<file path="src/hdl/pmct_pkg.sv">
// Package for the PS/2 mouse packet cursor tracker.
// Holds the packet type, byte phase states, register indexes and constants.
// No dependencies.
`timescale 1ns / 1ps
`default_nettype none

package pmct_pkg;

	localparam int LIMIT_W = 12;
	localparam int BYTE_W  = 8;
	localparam int BTN_W   = 3;
	localparam int Q_DEPTH = 2;

	localparam int SIGN_X_POS = 4;
	localparam int SIGN_Y_POS = 5;

	localparam logic [LIMIT_W-1:0] X_LIMIT_RESET = 12'd319;
	localparam logic [LIMIT_W-1:0] Y_LIMIT_RESET = 12'd199;
	localparam logic [LIMIT_W-1:0] POS_X_RESET   = 12'd160;
	localparam logic [LIMIT_W-1:0] POS_Y_RESET   = 12'd100;

	localparam logic REG_X_LIMIT = 1'b0;
	localparam logic REG_Y_LIMIT = 1'b1;

	typedef enum logic [1:0] {
		PH_HEAD = 2'd0,
		PH_XD   = 2'd1,
		PH_YD   = 2'd2
	} phase_t;

	typedef struct packed {
		logic [BTN_W-1:0]  buttons;
		logic              x_sign;
		logic              y_sign;
		logic [BYTE_W-1:0] x_mag;
		logic [BYTE_W-1:0] y_mag;
	} packet_t;

endpackage

`default_nettype wire

</file>
<file path="src/hdl/ps2_mouse_packet_cursor_tracker.sv">
// Top level of the PS/2 mouse packet cursor tracker.
// Instantiates pmct_front, pmct_queue and pmct_back; holds the limit registers.
// Depends on pmct_pkg.
//
//   channel   signals                                   direction
//   byte      byte_valid, byte_stall, data_byte         in
//   result    result_valid, result_stall, cursor_x/y,   out
//             button_bits
//   config    cfg_we, cfg_index, cfg_data               in
//
// One byte accepted per cycle; byte_stall rises only while the two-entry
// packet queue is full. A packet whose third byte is accepted is queued,
// then registered as the result, which is held until taken. Reset puts the
// cursor at 160,100, the limits at 319,199 and expects a header byte next.
`timescale 1ns / 1ps
`default_nettype none

module ps2_mouse_packet_cursor_tracker #(
	parameter int COORD_BITS = 12
) (
	input  wire                              clk,
	input  wire                              arst_n,
	input  wire                              byte_valid,
	output logic                             byte_stall,
	input  wire  [pmct_pkg::BYTE_W-1:0]      data_byte,
	output logic                             result_valid,
	input  wire                              result_stall,
	output logic [pmct_pkg::LIMIT_W-1:0]     cursor_x,
	output logic [pmct_pkg::LIMIT_W-1:0]     cursor_y,
	output logic [pmct_pkg::BTN_W-1:0]       button_bits,
	input  wire                              cfg_we,
	input  wire                              cfg_index,
	input  wire  [pmct_pkg::LIMIT_W-1:0]     cfg_data
);

	logic [pmct_pkg::LIMIT_W-1:0] x_limit_q, y_limit_q;
	logic push, pop, q_full, q_valid;
	pmct_pkg::packet_t push_pkt, pop_pkt;

	always_ff @(posedge clk or negedge arst_n) begin
		if (!arst_n) begin
			x_limit_q <= pmct_pkg::X_LIMIT_RESET;
			y_limit_q <= pmct_pkg::Y_LIMIT_RESET;
		end else if (cfg_we) begin
			case (cfg_index)
				pmct_pkg::REG_X_LIMIT: x_limit_q <= cfg_data;
				pmct_pkg::REG_Y_LIMIT: y_limit_q <= cfg_data;
				default: ;
			endcase
		end
	end

	pmct_front u_front (
		.clk        (clk),
		.arst_n     (arst_n),
		.byte_valid (byte_valid),
		.byte_stall (byte_stall),
		.data_byte  (data_byte),
		.q_full     (q_full),
		.push       (push),
		.push_pkt   (push_pkt)
	);

	pmct_queue u_queue (
		.clk      (clk),
		.arst_n   (arst_n),
		.push     (push),
		.push_pkt (push_pkt),
		.full     (q_full),
		.pop      (pop),
		.q_valid  (q_valid),
		.pop_pkt  (pop_pkt)
	);

	pmct_back #(
		.COORD_BITS (COORD_BITS)
	) u_back (
		.clk          (clk),
		.arst_n       (arst_n),
		.q_valid      (q_valid),
		.pop_pkt      (pop_pkt),
		.pop          (pop),
		.x_limit      (x_limit_q),
		.y_limit      (y_limit_q),
		.result_valid (result_valid),
		.result_stall (result_stall),
		.cursor_x     (cursor_x),
		.cursor_y     (cursor_y),
		.button_bits  (button_bits)
	);

endmodule

`default_nettype wire

</file>
<file path="src/hdl/pmct_front.sv">
// Front end: assembles received bytes into three-byte packets.
// Pushes one packet_t per completed packet into the queue.
// Depends on pmct_pkg.
`timescale 1ns / 1ps
`default_nettype none

module pmct_front (
	input  wire                              clk,
	input  wire                              arst_n,
	input  wire                              byte_valid,
	output logic                             byte_stall,
	input  wire  [pmct_pkg::BYTE_W-1:0]      data_byte,
	input  wire                              q_full,
	output logic                             push,
	output pmct_pkg::packet_t                push_pkt
);

	pmct_pkg::phase_t phase_q, phase_nxt;
	logic [pmct_pkg::BYTE_W-1:0] header_q;
	logic [pmct_pkg::BYTE_W-1:0] xdelta_q;
	logic take;

	assign byte_stall = q_full;
	assign take       = byte_valid && !q_full;

	always_ff @(posedge clk or negedge arst_n) begin
		if (!arst_n) begin
			phase_q <= pmct_pkg::PH_HEAD;
		end else begin
			phase_q <= phase_nxt;
		end
	end

	always_ff @(posedge clk) begin
		if (take && phase_q == pmct_pkg::PH_XD) begin
			xdelta_q <= data_byte;
		end
		if (take && phase_q != pmct_pkg::PH_XD && phase_q != pmct_pkg::PH_YD) begin
			header_q <= data_byte;
		end
	end

	always_comb begin
		phase_nxt = phase_q;
		push      = 1'b0;
		case (phase_q)
			pmct_pkg::PH_HEAD: begin
				if (take) phase_nxt = pmct_pkg::PH_XD;
			end
			pmct_pkg::PH_XD: begin
				if (take) phase_nxt = pmct_pkg::PH_YD;
			end
			pmct_pkg::PH_YD: begin
				if (take) begin
					phase_nxt = pmct_pkg::PH_HEAD;
					push      = 1'b1;
				end
			end
			default: begin
				// stray phase acts as header phase
				if (take) phase_nxt = pmct_pkg::PH_XD;
			end
		endcase
	end

	assign push_pkt.buttons = header_q[pmct_pkg::BTN_W-1:0];
	assign push_pkt.x_sign  = header_q[pmct_pkg::SIGN_X_POS];
	assign push_pkt.y_sign  = header_q[pmct_pkg::SIGN_Y_POS];
	assign push_pkt.x_mag   = xdelta_q;
	assign push_pkt.y_mag   = data_byte;

	a_push_restarts: assert property (@(posedge clk) disable iff (!arst_n)
		push |=> phase_q == pmct_pkg::PH_HEAD)
		else $error("phase did not return to header after a packet");

endmodule

`default_nettype wire

</file>
<file path="src/hdl/pmct_queue.sv">
// Two-entry packet queue between the front end and the cursor update.
// Depends on pmct_pkg.
`timescale 1ns / 1ps
`default_nettype none

module pmct_queue (
	input  wire                clk,
	input  wire                arst_n,
	input  wire                push,
	input  wire pmct_pkg::packet_t push_pkt,
	output logic               full,
	input  wire                pop,
	output logic               q_valid,
	output pmct_pkg::packet_t  pop_pkt
);

	localparam int PTR_W = $clog2(pmct_pkg::Q_DEPTH);
	localparam int CNT_W = $clog2(pmct_pkg::Q_DEPTH + 1);

	pmct_pkg::packet_t mem_q [pmct_pkg::Q_DEPTH];
	logic [PTR_W-1:0] wr_ptr_q, rd_ptr_q;
	logic [CNT_W-1:0] count_q;

	assign full    = count_q == CNT_W'(pmct_pkg::Q_DEPTH);
	assign q_valid = count_q != '0;
	assign pop_pkt = mem_q[rd_ptr_q];

	always_ff @(posedge clk) begin
		if (push) mem_q[wr_ptr_q] <= push_pkt;
	end

	always_ff @(posedge clk or negedge arst_n) begin
		if (!arst_n) begin
			wr_ptr_q <= '0;
			rd_ptr_q <= '0;
			count_q  <= '0;
		end else begin
			if (push) wr_ptr_q <= wr_ptr_q + 1'b1;
			if (pop)  rd_ptr_q <= rd_ptr_q + 1'b1;
			if (push && !pop)      count_q <= count_q + 1'b1;
			else if (pop && !push) count_q <= count_q - 1'b1;
		end
	end

	a_no_overflow: assert property (@(posedge clk) disable iff (!arst_n)
		!(push && full))
		else $error("push into full queue");

	a_no_underflow: assert property (@(posedge clk) disable iff (!arst_n)
		!(pop && count_q == '0))
		else $error("pop from empty queue");

endmodule

`default_nettype wire

</file>
<file path="src/hdl/pmct_back.sv">
// Back end: applies a packet to the cursor and clamps each axis.
// Position registers double as the result register.
// Depends on pmct_pkg.
`timescale 1ns / 1ps
`default_nettype none

module pmct_back #(
	parameter int COORD_BITS = 12
) (
	input  wire                               clk,
	input  wire                               arst_n,
	input  wire                               q_valid,
	input  wire pmct_pkg::packet_t            pop_pkt,
	output logic                              pop,
	input  wire  [pmct_pkg::LIMIT_W-1:0]      x_limit,
	input  wire  [pmct_pkg::LIMIT_W-1:0]      y_limit,
	output logic                              result_valid,
	input  wire                               result_stall,
	output logic [pmct_pkg::LIMIT_W-1:0]      cursor_x,
	output logic [pmct_pkg::LIMIT_W-1:0]      cursor_y,
	output logic [pmct_pkg::BTN_W-1:0]        button_bits
);

	localparam int LW    = pmct_pkg::LIMIT_W;
	localparam int POS_W = (COORD_BITS < LW) ? COORD_BITS : LW;
	localparam int SUM_W = POS_W + 2;
	localparam logic [LW-1:0] CEIL = (COORD_BITS >= LW) ? {LW{1'b1}} :
		LW'((1 << COORD_BITS) - 1);

	function automatic logic [POS_W-1:0] clamp(input logic [SUM_W-1:0] v,
			input logic [POS_W-1:0] top);
		if (v[SUM_W-1]) return '0;
		if (v[SUM_W-2:0] > {1'b0, top}) return top;
		return v[POS_W-1:0];
	endfunction

	logic [POS_W-1:0] pos_x_q, pos_y_q;
	logic [pmct_pkg::BTN_W-1:0] buttons_q;
	logic result_valid_q;
	logic [LW-1:0] top_x, top_y;
	logic [SUM_W-1:0] dx, dy, sum_x, sum_y;

	assign top_x = (x_limit > CEIL) ? CEIL : x_limit;
	assign top_y = (y_limit > CEIL) ? CEIL : y_limit;

	assign dx = {{(SUM_W-9){pop_pkt.x_sign}}, pop_pkt.x_sign, pop_pkt.x_mag};
	assign dy = {{(SUM_W-9){pop_pkt.y_sign}}, pop_pkt.y_sign, pop_pkt.y_mag};
	assign sum_x = {2'b00, pos_x_q} + dx;
	assign sum_y = {2'b00, pos_y_q} - dy;

	assign pop = q_valid && (!result_valid_q || !result_stall);

	always_ff @(posedge clk or negedge arst_n) begin
		if (!arst_n) begin
			pos_x_q        <= POS_W'(pmct_pkg::POS_X_RESET);
			pos_y_q        <= POS_W'(pmct_pkg::POS_Y_RESET);
			buttons_q      <= '0;
			result_valid_q <= 1'b0;
		end else begin
			if (pop) begin
				pos_x_q        <= clamp(sum_x, top_x[POS_W-1:0]);
				pos_y_q        <= clamp(sum_y, top_y[POS_W-1:0]);
				buttons_q      <= pop_pkt.buttons;
				result_valid_q <= 1'b1;
			end else if (!result_stall) begin
				result_valid_q <= 1'b0;
			end
		end
	end

	assign result_valid = result_valid_q;
	assign cursor_x     = LW'(pos_x_q);
	assign cursor_y     = LW'(pos_y_q);
	assign button_bits  = buttons_q;

	a_pop_gives_result: assert property (@(posedge clk) disable iff (!arst_n)
		pop |=> result_valid_q)
		else $error("popped packet produced no result");

	a_taken_clears: assert property (@(posedge clk) disable iff (!arst_n)
		(result_valid_q && !result_stall && !q_valid) |=> !result_valid_q)
		else $error("result repeated after being taken");

	a_pos_in_range: assert property (@(posedge clk) disable iff (!arst_n)
		cursor_x <= CEIL && cursor_y <= CEIL)
		else $error("cursor beyond coordinate range");

endmodule

`default_nettype wire
</file>
<file path="config.mk">
export PLATFORM = sky130hd
export DESIGN_NAME = ps2_mouse_packet_cursor_tracker
export DESIGN_NICKNAME = d
export VERILOG_FILES = /design/src/hdl/pmct_pkg.sv /design/src/hdl/ps2_mouse_packet_cursor_tracker.sv /design/src/hdl/pmct_front.sv /design/src/hdl/pmct_queue.sv /design/src/hdl/pmct_back.sv
export SDC_FILE = /design/constraint.sdc
export NUM_CORES = 1
export LEC_CHECK = 0
export ABC_AREA = 1
export BUFFER_PORTS_ARGS = -buffer_cell sky130_fd_sc_hd__buf_2
export CAP_MARGIN = 20
export CORE_MARGIN = 5
export CORE_UTILIZATION = 30
export DETAILED_ROUTE_END_ITERATION = 10
export PLACE_DENSITY = 0.53
export SETUP_SLACK_MARGIN = 0.02
export SYNTH_ARGS = -nofsm -noshare
export SYNTH_HDL_FRONTEND = slang
export SYNTH_SLANG_ARGS = --single-unit
</file>
<file path="constraint.sdc">
create_clock -name clk -period 9.2 [get_ports clk]
set_input_delay 1.84 -clock clk [delete_from_list [all_inputs] [get_ports clk]]
set_output_delay 1.84 -clock clk [all_outputs]
set_load 0.01 [all_outputs]
</file>
======== Word-level counts from Yosys, hierarchy flattened ========
Memory sizes are Yosys's and may differ from the RTL's.
Index checks and enable logic that the tools add are counted.
W data, S select, Z words.
operators by class
  equality and inequality tests ........... 6
  multiplexer cells ....................... 32
  reduce and logical (&&, ||, !) cells .... 17
  bitwise gates (word level) .............. 1
  $lt $le $gt $ge ......................... 4
  $add $sub $neg .......................... 6
operators with widths
  cell                    count
  $mux W12                10
  $gt A13 B12 Y1          2
  $gt A12 B12 Y1 const B  2
  $mux W1                 16
  $add A13 B9 Y14         1
  $sub A13 B9 Y14         1
  $mux W2                 5
  $logic_and A1 B1 Y1     7
  $logic_not A1 Y1        5
  $eq A2 B2 Y1 const B    2
  $ne A2 B1 Y1 const B    2
  $pmux W2 S2             1
  $reduce_and A2 Y1       2
  $reduce_bool A2 Y1      2
  $add A1 B1 Y1 const B   2
  $add A2 B1 Y2 const B   1
  $eq A2 B1 Y1 const B    1
  $ne A2 B2 Y1 const B    1
  $sub A2 B1 Y2 const B   1
  $logic_or A1 B1 Y1      1
  $not A1 Y1              1
storage, ports and cells
  bits in registers ....................... 72
  word-level logic and storage cells ...... 79
  memory bits (writable) .................. 42
  input bits .............................. 26
  output and inout bits ................... 29
  memories ................................ 1
memory list
  memory         words  bits a word  read ports  clocked after memory_dff  write ports  line              source
  u_queue.mem_q  2      21           1           0                         1            pmct_queue.sv:20  pmct_pkg::packet_t mem_q [pmct_pkg::Q_DEPTH];

======== Longest topological paths before layout ========
Gate-level depths: netlist of the first run.
  depth after elaboration ................. 9
  gate-level depth with buffers ........... 29
  mapped depth without buffers ............ 28

======== Modules after synthesis ========
A second synthesis of the first run with hierarchy kept.
unflattened totals
  cells, all modules ...................... 788
  area, all modules ....................... 6850.3 µm²
by module, submodules not included
  module                           cells an instance  instances  sequential area each (µm²)  area each (µm²)
  pmct_back                        550                1          706.9                       3544.6
  pmct_queue                       90                 1          1361.3                      1726.7
  ps2_mouse_packet_cursor_tracker  106                1          615.6                       978.4
  pmct_front                       42                 1          440.4                       600.6

======== Least setup slack after synthesis of the first run ========
Ideal clock, no wire load.
  path type ............................... reg-to-reg
  start point ............................. register u_queue.rd_ptr_q
  end point ............................... register u_back.pos_y_q[0], in the netlist u_back.cursor_y[0]
  period minus slack after synthesis ...... 4003 ps
  setup slack ............................. 5197 ps
  arrival ................................. 3885 ps
  setup time .............................. 117 ps
  path buffers ............................ 3
  required time ........................... 9083 ps
  stages on the path, launching flop included .. 29
  path through ............................ dfrtp_1 > buf_1 > clkbuf_1 > nand2_1 > nand2_1 > ha_1 > inv_1 > fa_1 > nand3_1 > nand2_1 > a21boi_0 > o21ai_0 > xor2_1 > inv_1 > ha_1 > nand2_1 > inv_1 > nor2_1 > o21a_1 > nand2_1 > nand2_1 > nand2_1 > nand2_1 > nand2_1 > nand2_1 > buf_2 > nand3_1 > nand3_1 > nand2_1
on the way
  word-level cells in the longest chain between the ends .. 8
  elaborated cells on any way between the ends .. 11
  classes of those cells .................. 1 x add/sub; 1 x order compare; 8 x mux; 1 x memory
RTL lines
  element                 line              source
  start, declared         pmct_queue.sv:21  logic [PTR_W-1:0] wr_ptr_q, rd_ptr_q;
  start signal, assigned  pmct_queue.sv:39  if (pop) rd_ptr_q <= rd_ptr_q + 1'b1;
  $mem_v2 Z2 W21 *        --
  $sub A13 B9 Y14 *       pmct_back.sv:49   assign sum_y = {2'b00, pos_y_q} - dy;
  $gt A13 B12 Y1          pmct_back.sv:33   if (v[SUM_W-2:0] > {1'b0, top}) return top;
  $mux W1 (2 in series)   pmct_back.sv:33
  $mux W1                 pmct_back.sv:60   if (pop) begin
  $mux W12                pmct_back.sv:34   return v[POS_W-1:0];
  $mux W12 *              pmct_back.sv:33
  end signal, assigned    pmct_back.sv:56   pos_y_q <= POS_W'(pmct_pkg::POS_Y_RESET);
  end signal, assigned    pmct_back.sv:62   pos_y_q <= clamp(sum_y, top_y[POS_W-1:0]);
  end, declared           pmct_back.sv:37   logic [POS_W-1:0] pos_x_q, pos_y_q;
Mark *: on every way between the ends. The rest lies on a longest branch, timed or not. The select of a mux whose other input is x is not followed.
A chain may end at the register's enable or synchronous reset.

======== Worst setup path in the final report of the first run ========
  start point ............................. register u_queue.rd_ptr_q
  end point ............................... register u_back.pos_y_q[4], in the netlist u_back.cursor_y[4]
Same word-level chain as after synthesis.

==> results_dict.tcl, run 1 <==
set metrics [dict create \
    groute.usage.overall_pct 13.4 \
    final_common_cell "nand2_1" \
    ys_ff_latch 113 \
    finalNonFillerCells 1092 \
    cts_setup_buffers 0 \
    setup_violations 0 \
    die_w_um 157 \
    antenna_cells 0 \
    p_leak_nw 3.80 \
    routed-via-count 4936 \
    drv_slew 0 \
    cp_max_fo 22 \
    r2r_slack_ns 4.21 \
    drt-pass1-iter-count 6 \
    whs_ns 0.442 \
    tritoncts "yes" \
    port_buffers 54 \
    dp_hpwl_um 11800 \
    synth_area_leaders "edfxtp_1, dfrtp_1, nand2_1" \
    postRouteAntennaNets 0 \
    internal_power_mw 1.70 \
    hp-class "reg -> reg" \
    drc 0 \
    antenna_found_initial 0 \
    dp_cells 1061 \
    switchingPower_mw 1.41 \
    netlist_instances 747 \
    final.setup.tns_ns 0 \
    cts_buffers 17 \
    yosys.area.top_type "edfxtp_1" \
    ys_warn_count 0 \
    dieArea_um2 24600 \
    final_cell_mix "nand2_1, inv_1, nand3_1" \
    p_comb_share_pct 53.0 \
    ctsHoldBuffers 0 \
    end_kind "register" \
    die_h_um 157 \
    clock_latency_ns 0.42 \
    drt_iter0_drc 265 \
    pin_count 55 \
    critPathSlowestCell "dfrtp_1" \
    wl_per_cell_um 14.2 \
    core-area_um2 21200 \
    cp_top_family "simple AND/OR/NAND/NOR gates" \
    p_clk_share_pct 22.6 \
    core.rowCount 53 \
    grt_max_degree 59 \
    netlist_area_um2 6480 \
    grt_pass1_vias 4881 \
    rsz0062_at_grt "false" \
    seqPwrFrac_pct 24.4 \
    max_freq_ghz 0.200 \
    h-tree-depth 4 \
    synth_top_area_share_pct 25.5 \
    hold_viol 0 \
    routabilityCongestion 0.845 \
    syn-num-nets 829 \
    status "finished clean" \
    cts-root-buf "clkbuf_16" \
    cts.clk_slew.worst_paths_ns 0.06 \
    arrival_ns 5.30 \
    drive_gt1_share_pct 14.1 \
    worst-slew-pin-transition_ns 1.02 \
    drv_cap 0 \
    critPathRequiredTime_ns 9.51 \
    peakVddDrop_v 0.000202 \
    regArea_um2 3120 \
    crit_buf_inv 4 \
    grt_remaining_overflow 0 \
    grt_pass1_wl_um 25400 \
    syn_area_per_cell_um2 8.68 \
    syn_to_final_growth_pct 18.7 \
    clk_path_buf_depth 2 \
    start_util_pct 30.6 \
    cts_resized 0 \
    wirelength_um 15500 \
    crit_top_cell "nand2_1" \
    num-fill-cells 2197 \
    total_power_mw 3.10 \
    min_period_ns 4.99 \
    ys_seq_area_share_pct 48.2 \
    finalCritPeriodShare_pct 54.3 \
    fin_skew_ns 0.0154 \
    critPathMaxStageDelay_ns 0.97 \
    nNetsFinal 887 \
    via_per_inst 4.52 \
    slew_headroom_pct 31.6 \
    synth_cell_types 34 \
    worstSetupPathType "reg -> reg" \
    fin_util_pct 36.4 \
    p_sw_share_pct 45.3 \
    worstSetupStartpointType "register" \
    multi_input_area_um2 2870 \
    power_density_nw_per_um2 403 \
    cts.sinks 113 \
]
-- metrics by stage --
stage,setup slack (ns),cell area (um2)
2_1_floorplan,5.20,6480
3_3_place_gp,4.10,7030
3_5_place_dp,4.15,7060
4_1_cts,4.12,7690
5_1_grt,3.56,7690
6_report,4.21,7690
-- worst register-to-register path, delay by kind of cell (launching register included) --
kind	cells	cell delay (ns)
adder cells (fa/ha/maj)	3	0.77
flip-flops	1	0.97
AO/OA/AOI/OAI	3	0.47
buffers and inverters	4	0.54
XOR/XNOR	1	0.24
AND/OR/NAND/NOR	17	1.88
-- registers in the layout, summed over array words and instances, names as in the netlist, 3 cells and up --
signal	count
u_queue.mem_q	42
u_back.cursor_x	12
u_back.cursor_y	12
x_limit_q	12
y_limit_q	12
u_front.xdelta_q	8
u_front.header_q	5
u_back.button_bits	3
-- power by group through the flow --
stage / Combinational [mW] / Sequential, mW / Clock, mW
detailed placement: 1.65 / 0.766 / 0
floorplan: 1.27 / 0.748 / 0
global placement: 1.64 / 0.769 / 0
global route: 1.91 / 0.775 / 0.736
finish: 1.64 / 0.757 / 0.701
CTS: 1.66 / 0.759 / 0.715
-- logic make-up (layout without fill, tap and decap cells) --
| group | count (synthesis) | in the layout | share of synthesized area (%) |
|---|---|---|---|
| AND/OR/NAND/NOR | 333 | 333 | 21.2 |
| buffers and inverters | 127 | 197 | 7.60 |
| flip-flops | 113 | 113 | 48.2 |
| AO/OA/AOI/OAI | 85 | 85 | 7.26 |
| adder cells (fa/ha/maj) | 56 | 56 | 11.0 |
| XOR/XNOR | 26 | 26 | 3.63 |
| multiplexers | 7 | 7 | 1.08 |
-- layer usage --
| layer | vias up | global-route usage, % | routed length (um) |
|---|---|---|---|
| met2 | 90 | 20.8 | 7020 |
| met4 | 0 | 5.12 | 286 |
| li1 | 2557 | - | - |
| met3 | 16 | 3.22 | 663 |
| met1 | 2273 | 18.1 | 7570 |
| met5 | - | 0 | 0 |
-- area by class of cell --
class,instances,share of cell area (%)
clock buffer,17,5.53
clock inverter,14,2.65
tap,275,4.47
timing repair buffer,58,4.10
multi-input combinational,507,37.4
inverter,108,5.27
sequential,113,40.6
-- synth_stat cells --
cell	count
buf_1	1
or4_1	1
inv_2	1
inv_1	107
edfxtp_1	55
o21ai_1	2
fa_1	2
ha_1	54
nor2_1	34
xor2_2	1
or2_0	2
buf_2	4
o21ai_2	2
nand3b_1	4
nor2_2	1
a21o_1	1
nand3_1	65
o21a_1	2
a21boi_2	1
o21ai_0	38
clkbuf_1	11
dfrtp_1	41
a21boi_0	2
a31oi_1	5
xnor2_1	5
dfstp_2	17
a21oi_1	27
mux2i_1	7
xor2_1	20
buf_4	3
nor3_1	3
nand2_1	218
o21bai_1	5
nand4_1	5
-- final timing paths --
check,to,startpoint,depth (start not counted)
worst max-delay path,u_back.cursor_y[4],u_queue.rd_ptr_q,28
worst min-delay path,u_queue.mem_q[1][9],u_front.xdelta_q[1],0
worst max register to register,u_back.cursor_y[4],u_queue.rd_ptr_q,28
worst min register to register,u_queue.mem_q[1][9],u_front.xdelta_q[1],0
max in group asynchronous,u_back.cursor_x[1],arst_n,2
min in group asynchronous,u_back.cursor_x[11],arst_n,2
Power figures use the tool's default switching activity.
==> run 2, diff against run 1 <==
- PLACE_DENSITY: 0.53 -> 0.54
- clock period: 9.2 -> 4.21 ns (I/O delays scaled with it)
==> run 2 against run 1 <==
  * Combinational power grew 130%
  * Critical path type unchanged
  * Via count grew 0.32%
  * Sequential share of layout area grew 0.18 points
  * Maximum frequency grew 29%
  * Register-to-register slack lost 3.9 ns
  * Count of clock-buffer cells in the layout grew 1
  * Non-clock buffer count grew 4
  * Largest cell class unchanged
  * Sequential cell count is the same
  * First-iteration DRC count grew 3.0%
  * Global-route usage shrank 0.17 points
  * Clock power grew 94%
==> results_dict.tcl, run 2 (synthesis gave the netlist of run 1 again) <==
set metrics [dict create \
    regMostFlops "u_queue.mem_q" \
    groute.usage.overall_pct 13.2 \
    num-fill-cells 2195 \
    postRouteAntennaNets 0 \
    met1_length_um 7500 \
    cp_max_fo 17 \
    power_density_nw_per_um2 877 \
    antenna_cells 0 \
    worstSetupStartpointType "register" \
    regArea_um2 3130 \
    core-area_um2 21200 \
    cts-root-buf "clkbuf_16" \
    syn_to_final_growth_pct 18.2 \
    dieArea_um2 24600 \
    status "finished clean" \
    finalCritPeriodShare_pct 92.0 \
    final_cell_mix "nand2_1, inv_1, nand3_1" \
    cts_buffers 17 \
    wirelength_um 15500 \
    drc 0 \
    r2r_start "u_queue.rd_ptr_q" \
    whs_ns 0.439 \
    final_common_cell "nand2_1" \
    drt-pass1-iter-count 4 \
    drv_slew 0 \
    fin_skew_ns 0.0111 \
    final.setup.tns_ns 0 \
    core.rowCount 53 \
    grt_remaining_overflow 0 \
    multi_input_area_um2 2880 \
    cts_setup_buffers 0 \
    drive_gt1_share_pct 14.7 \
    port_buffers 54 \
    min_period_ns 3.87 \
    arrival_ns 4.17 \
    worstSetupPathType "reg -> reg" \
    cts.sinks 113 \
    cts_resized 0 \
    largest_reg_flops 42 \
    finalNonFillerCells 1097 \
    worst-slew-pin-transition_ns 1.12 \
    grt_pass1_wl_um 25100 \
    pin_count 55 \
    end_kind "register" \
    wl_met3_um 714 \
    min-delay-start "u_front.xdelta_q[7]" \
    setup_violations 0 \
    rsz0062_at_grt "false" \
    dp_hpwl_um 11800 \
    hold_viol 0 \
    start_util_pct 30.6 \
    max_freq_ghz 0.258 \
    grt_pass1_vias 4909 \
    grt_max_degree 33 \
    drv_cap 0 \
    critPathRequiredTime_ns 4.51 \
    hp-class "reg -> reg" \
    antenna_found_initial 0 \
    fin_util_pct 36.2 \
    ctsHoldBuffers 0 \
    wl_per_cell_um 14.1 \
    top_layer "met4" \
    setup_ws_ns 0.335 \
    drt_iter0_drc 273 \
    total_power_mw 6.72 \
    slew_headroom_pct 24.8 \
    dp_slack_ns 0.0863 \
    clock_latency_ns 0.41 \
    clk_path_buf_depth 2 \
    tritoncts "yes" \
    peakVddDrop_v 0.000384 \
    post_dp_cell_area_um2 7090 \
    dp_cells 1065 \
    critPathLaunch "u_queue.rd_ptr_q" \
    die_h_um 157 \
    via_per_inst 4.51 \
    h-tree-depth 4 \
    routed-via-count 4952 \
    nNetsFinal 891 \
    p_leak_nw 3.79 \
    design_area_um2 7660 \
    cts.clk_slew.worst_paths_ns 0.06 \
    dr_wl_met2_um 7110 \
    routabilityCongestion 0.871 \
    die_w_um 157 \
]
[run 2: critical path, cell delays in order, from the launching register on]
cell and delay [ns]:
dfrtp_2 0.49, buf_12 0.20, mux2i_1 0.34, ha_1 0.34, a21oi_1 0.25, o21ai_0 0.18
a21oi_1 0.18, xor2_1 0.25, inv_1 0.07, ha_1 0.31, nand4_1 0.09, or4_1 0.46
nand2_1 0.11, buf_4 0.20, nand3_1 0.08, nand3_1 0.15, nand2_1 0.06
[run 2: area by class of cell]
class                   count  share of cell area, %
clock inverters            14                   1.71
well taps                 275                   4.49
repair buffers             62                   4.47
multi-input cells         507                   37.6
flip-flops and latches    113                   40.8
clock buffers              18                   5.60
inverters                 108                   5.36
[run 2: layer usage]
| layer | vias to the layer above | global-route usage, % |
|---|---|---|
| met1 | 2273 | 18.2 |
| met2 | 97 | 20.8 |
| li1 | 2568 | - |
| met4 | 0 | 4.38 |
| met5 | - | 0 |
| met3 | 14 | 2.67 |
[run 2: power by group]
part / total (mW) / switching (mW) / internal, mW
registers: 1.63 / 0.181 / 1.45
logic: 3.73 / 2.38 / 1.35
clock network: 1.36 / 0.543 / 0.819
total: 6.72 / 3.11 / 3.61
[run 2: path summary, 6_finish.rpt]
kind	endpoint	slack (ns)	cells past startpoint
worst max-delay path	u_back.cursor_y[7]	0.34	16
worst min-delay path	u_queue.mem_q[0][15]	0.44	0
worst max register to register	u_back.cursor_y[7]	0.34	16
worst min register to register	u_queue.mem_q[0][15]	0.44	0
max in group asynchronous	u_back.cursor_y[2]	2.77	2
min in group asynchronous	u_back.cursor_x[4]	0.51	1
==> run 3, diff against run 2 <==
- CORE_UTILIZATION: 30 -> 40
- MAX_ROUTING_LAYER: not set -> met4
- PLACE_DENSITY: 0.54 -> 0.66
==> run 3 against run 2 <==
  * Sequential power is essentially flat
  * Utilization up 12 points
  * Worst setup slack improved by 0.077 ns
  * Highest routed layer unchanged
  * Power shrank 0.23%
  * Count of clock-buffer cells in the layout is 1 lower
  * Clock power hardly changed
  * Hold slack got worse by 0.15 ns
  * Combinational power barely moved
==> results_dict.tcl, run 3 (synthesis gave the netlist of run 1 again) <==
set metrics [dict create \
    status "finished clean" \
    switchingPower_mw 3.10 \
    p_leak_nw 3.80 \
    worstSetupStartpointType "register" \
    core-area_um2 15900 \
    groute.usage.overall_pct 17.2 \
    via_per_inst 4.78 \
    port_buffers 54 \
    dieArea_um2 18900 \
    cts.clk_slew.worst_paths_ns 0.06 \
    final_common_cell "nand2_1" \
    largest_reg_flops 42 \
    design_area_um2 7590 \
    die_w_um 137 \
    cp_max_fo 15 \
    wirelength_um 14800 \
    setup_violations 0 \
    drt-pass1-iter-count 6 \
    rsz0062_at_grt "false" \
    total_power_mw 6.71 \
    min_period_ns 3.80 \
    end_kind "register" \
    fin_skew_ns 0.00782 \
    finalCritPeriodShare_pct 90.2 \
    arrival_ns 4.10 \
    dp_hpwl_um 11000 \
    die_h_um 137 \
    routed-via-count 4971 \
    cts_buffers 17 \
    finalNonFillerCells 1039 \
    h-tree-depth 4 \
    drc 0 \
    wl_per_cell_um 14.2 \
    cts-root-buf "clkbuf_16" \
    grt_max_degree 42 \
    grt_pass1_wl_um 24200 \
    final_cell_mix "nand2_1, inv_1, nand3_1" \
    core.rowCount 46 \
    p_sw_share_pct 46.2 \
    grt_remaining_overflow 0 \
    pin_count 55 \
    routabilityCongestion 0.898 \
    worstSetupPathType "reg -> reg" \
    hold_viol 0 \
    tritoncts "yes" \
    clock_latency_ns 0.42 \
    cts_resized 0 \
    nNetsFinal 893 \
    num-fill-cells 1594 \
    drv_slew 0 \
    antenna_found_initial 0 \
    syn_to_final_growth_pct 17.1 \
    peakVddDrop_v 0.000560 \
    ctsHoldBuffers 0 \
    start_util_pct 40.8 \
    drive_gt1_share_pct 14.6 \
    multi_input_area_um2 2870 \
    antenna_cells 0 \
    drv_cap 0 \
    clk_path_buf_depth 2 \
    regMostFlops "u_queue.mem_q" \
    dp_cells 1007 \
    grt_pass1_vias 4783 \
    whs_ns 0.291 \
    regArea_um2 3120 \
    worst-slew-pin-transition_ns 0.805 \
    internal_power_mw 3.60 \
    drt_iter0_drc 338 \
    cts.sinks 113 \
    p_clk_share_pct 20.3 \
    seqPwrFrac_pct 24.0 \
    p_comb_share_pct 55.7 \
    post_dp_cell_area_um2 7010 \
    hp-class "in -> async" \
    power_density_nw_per_um2 884 \
    final.setup.tns_ns 0 \
    cts_setup_buffers 0 \
    postRouteAntennaNets 0 \
    critPathRequiredTime_ns 4.52 \
    slew_headroom_pct 45.9 \
    max_freq_ghz 0.263 \
]
==> run 3: cell types whose count changed in the layout (fill, tap and decap cells not counted), sizes merged <==
cell	delta
buf	+2
clkinvlp	+1
clkinv	-1
clkbuf	-1
==> run 3: area by class of cell <==
cell class                      instances  share of cell area, %
Sequential cell                       113                   41.2
Multi-Input combinational cell        507                   37.8
Clock buffer                           17                   5.61
Inverter                              108                   5.34
Timing Repair Buffer                   64                   4.77
Tap cell                              216                   3.56
Clock inverter                         14                   1.71
==> run 3: worst paths after layout <==
check	startpoint	depth (start not counted)	slack, ns	endpoint
worst max-delay path	u_queue.rd_ptr_q	27	0.41	u_back.cursor_y[7]
worst min-delay path	arst_n	1	0.29	u_back.cursor_x[11]
worst max register to register	u_queue.rd_ptr_q	27	0.41	u_back.cursor_y[7]
worst min register to register	u_front.xdelta_q[4]	0	0.45	u_queue.mem_q[0][12]
max in group asynchronous	arst_n	2	3.32	x_limit_q[3]
min in group clk	u_front.xdelta_q[4]	0	0.45	u_queue.mem_q[0][12]
==> run 3: per-layer routing <==
layer / wire [um] / up-vias / track usage, %
met4: 155 / 0 / 5.04
met5: 0 / - / -
met3: 554 / 13 / 3.69
met1: 7180 / 2298 / 22.9
met2: 6910 / 96 / 26.5
li1: - / 2564 / -
==> run 3: power groups by stage <==
stage / clock network, mW / logic, mW / registers, mW
after floorplan: 0 / 2.77 / 1.63
after global placement: 0 / 3.65 / 1.62
after detailed placement: 0 / 3.70 / 1.63
after CTS: 1.38 / 3.72 / 1.61
after global routing: 1.44 / 4.27 / 1.64
final: 1.36 / 3.73 / 1.61
==> run 3: per-stage QoR <==
stage	util (%)	setup slack, ns
after global placement	44.1	0.293
after floorplan	-	0.207
after CTS	47.6	0.195
after global routing	47.8	0.0525
after detailed placement	44.1	0.218
final	47.8	0.412
==> run 3: worst max-delay path, cell delays in order, from the launching register on <==
cell,delay (ns)
dfrtp_1,0.40
inv_2,0.23
nand2_1,0.09
nand2_1,0.07
ha_1,0.16
inv_1,0.08
fa_1,0.42
nand3_1,0.09
nand2_1,0.10
a21boi_1,0.21
o21ai_0,0.12
xor2_1,0.18
inv_1,0.06
ha_1,0.33
nand2_1,0.07
inv_1,0.03
nor2_1,0.08
o21a_1,0.12
nand2_1,0.05
nand2_1,0.06
nand2_1,0.05
nand2_1,0.06
nand2_1,0.05
nand2_1,0.14
buf_4,0.20
nand3_1,0.07
nand3_1,0.12
nand2_1,0.06
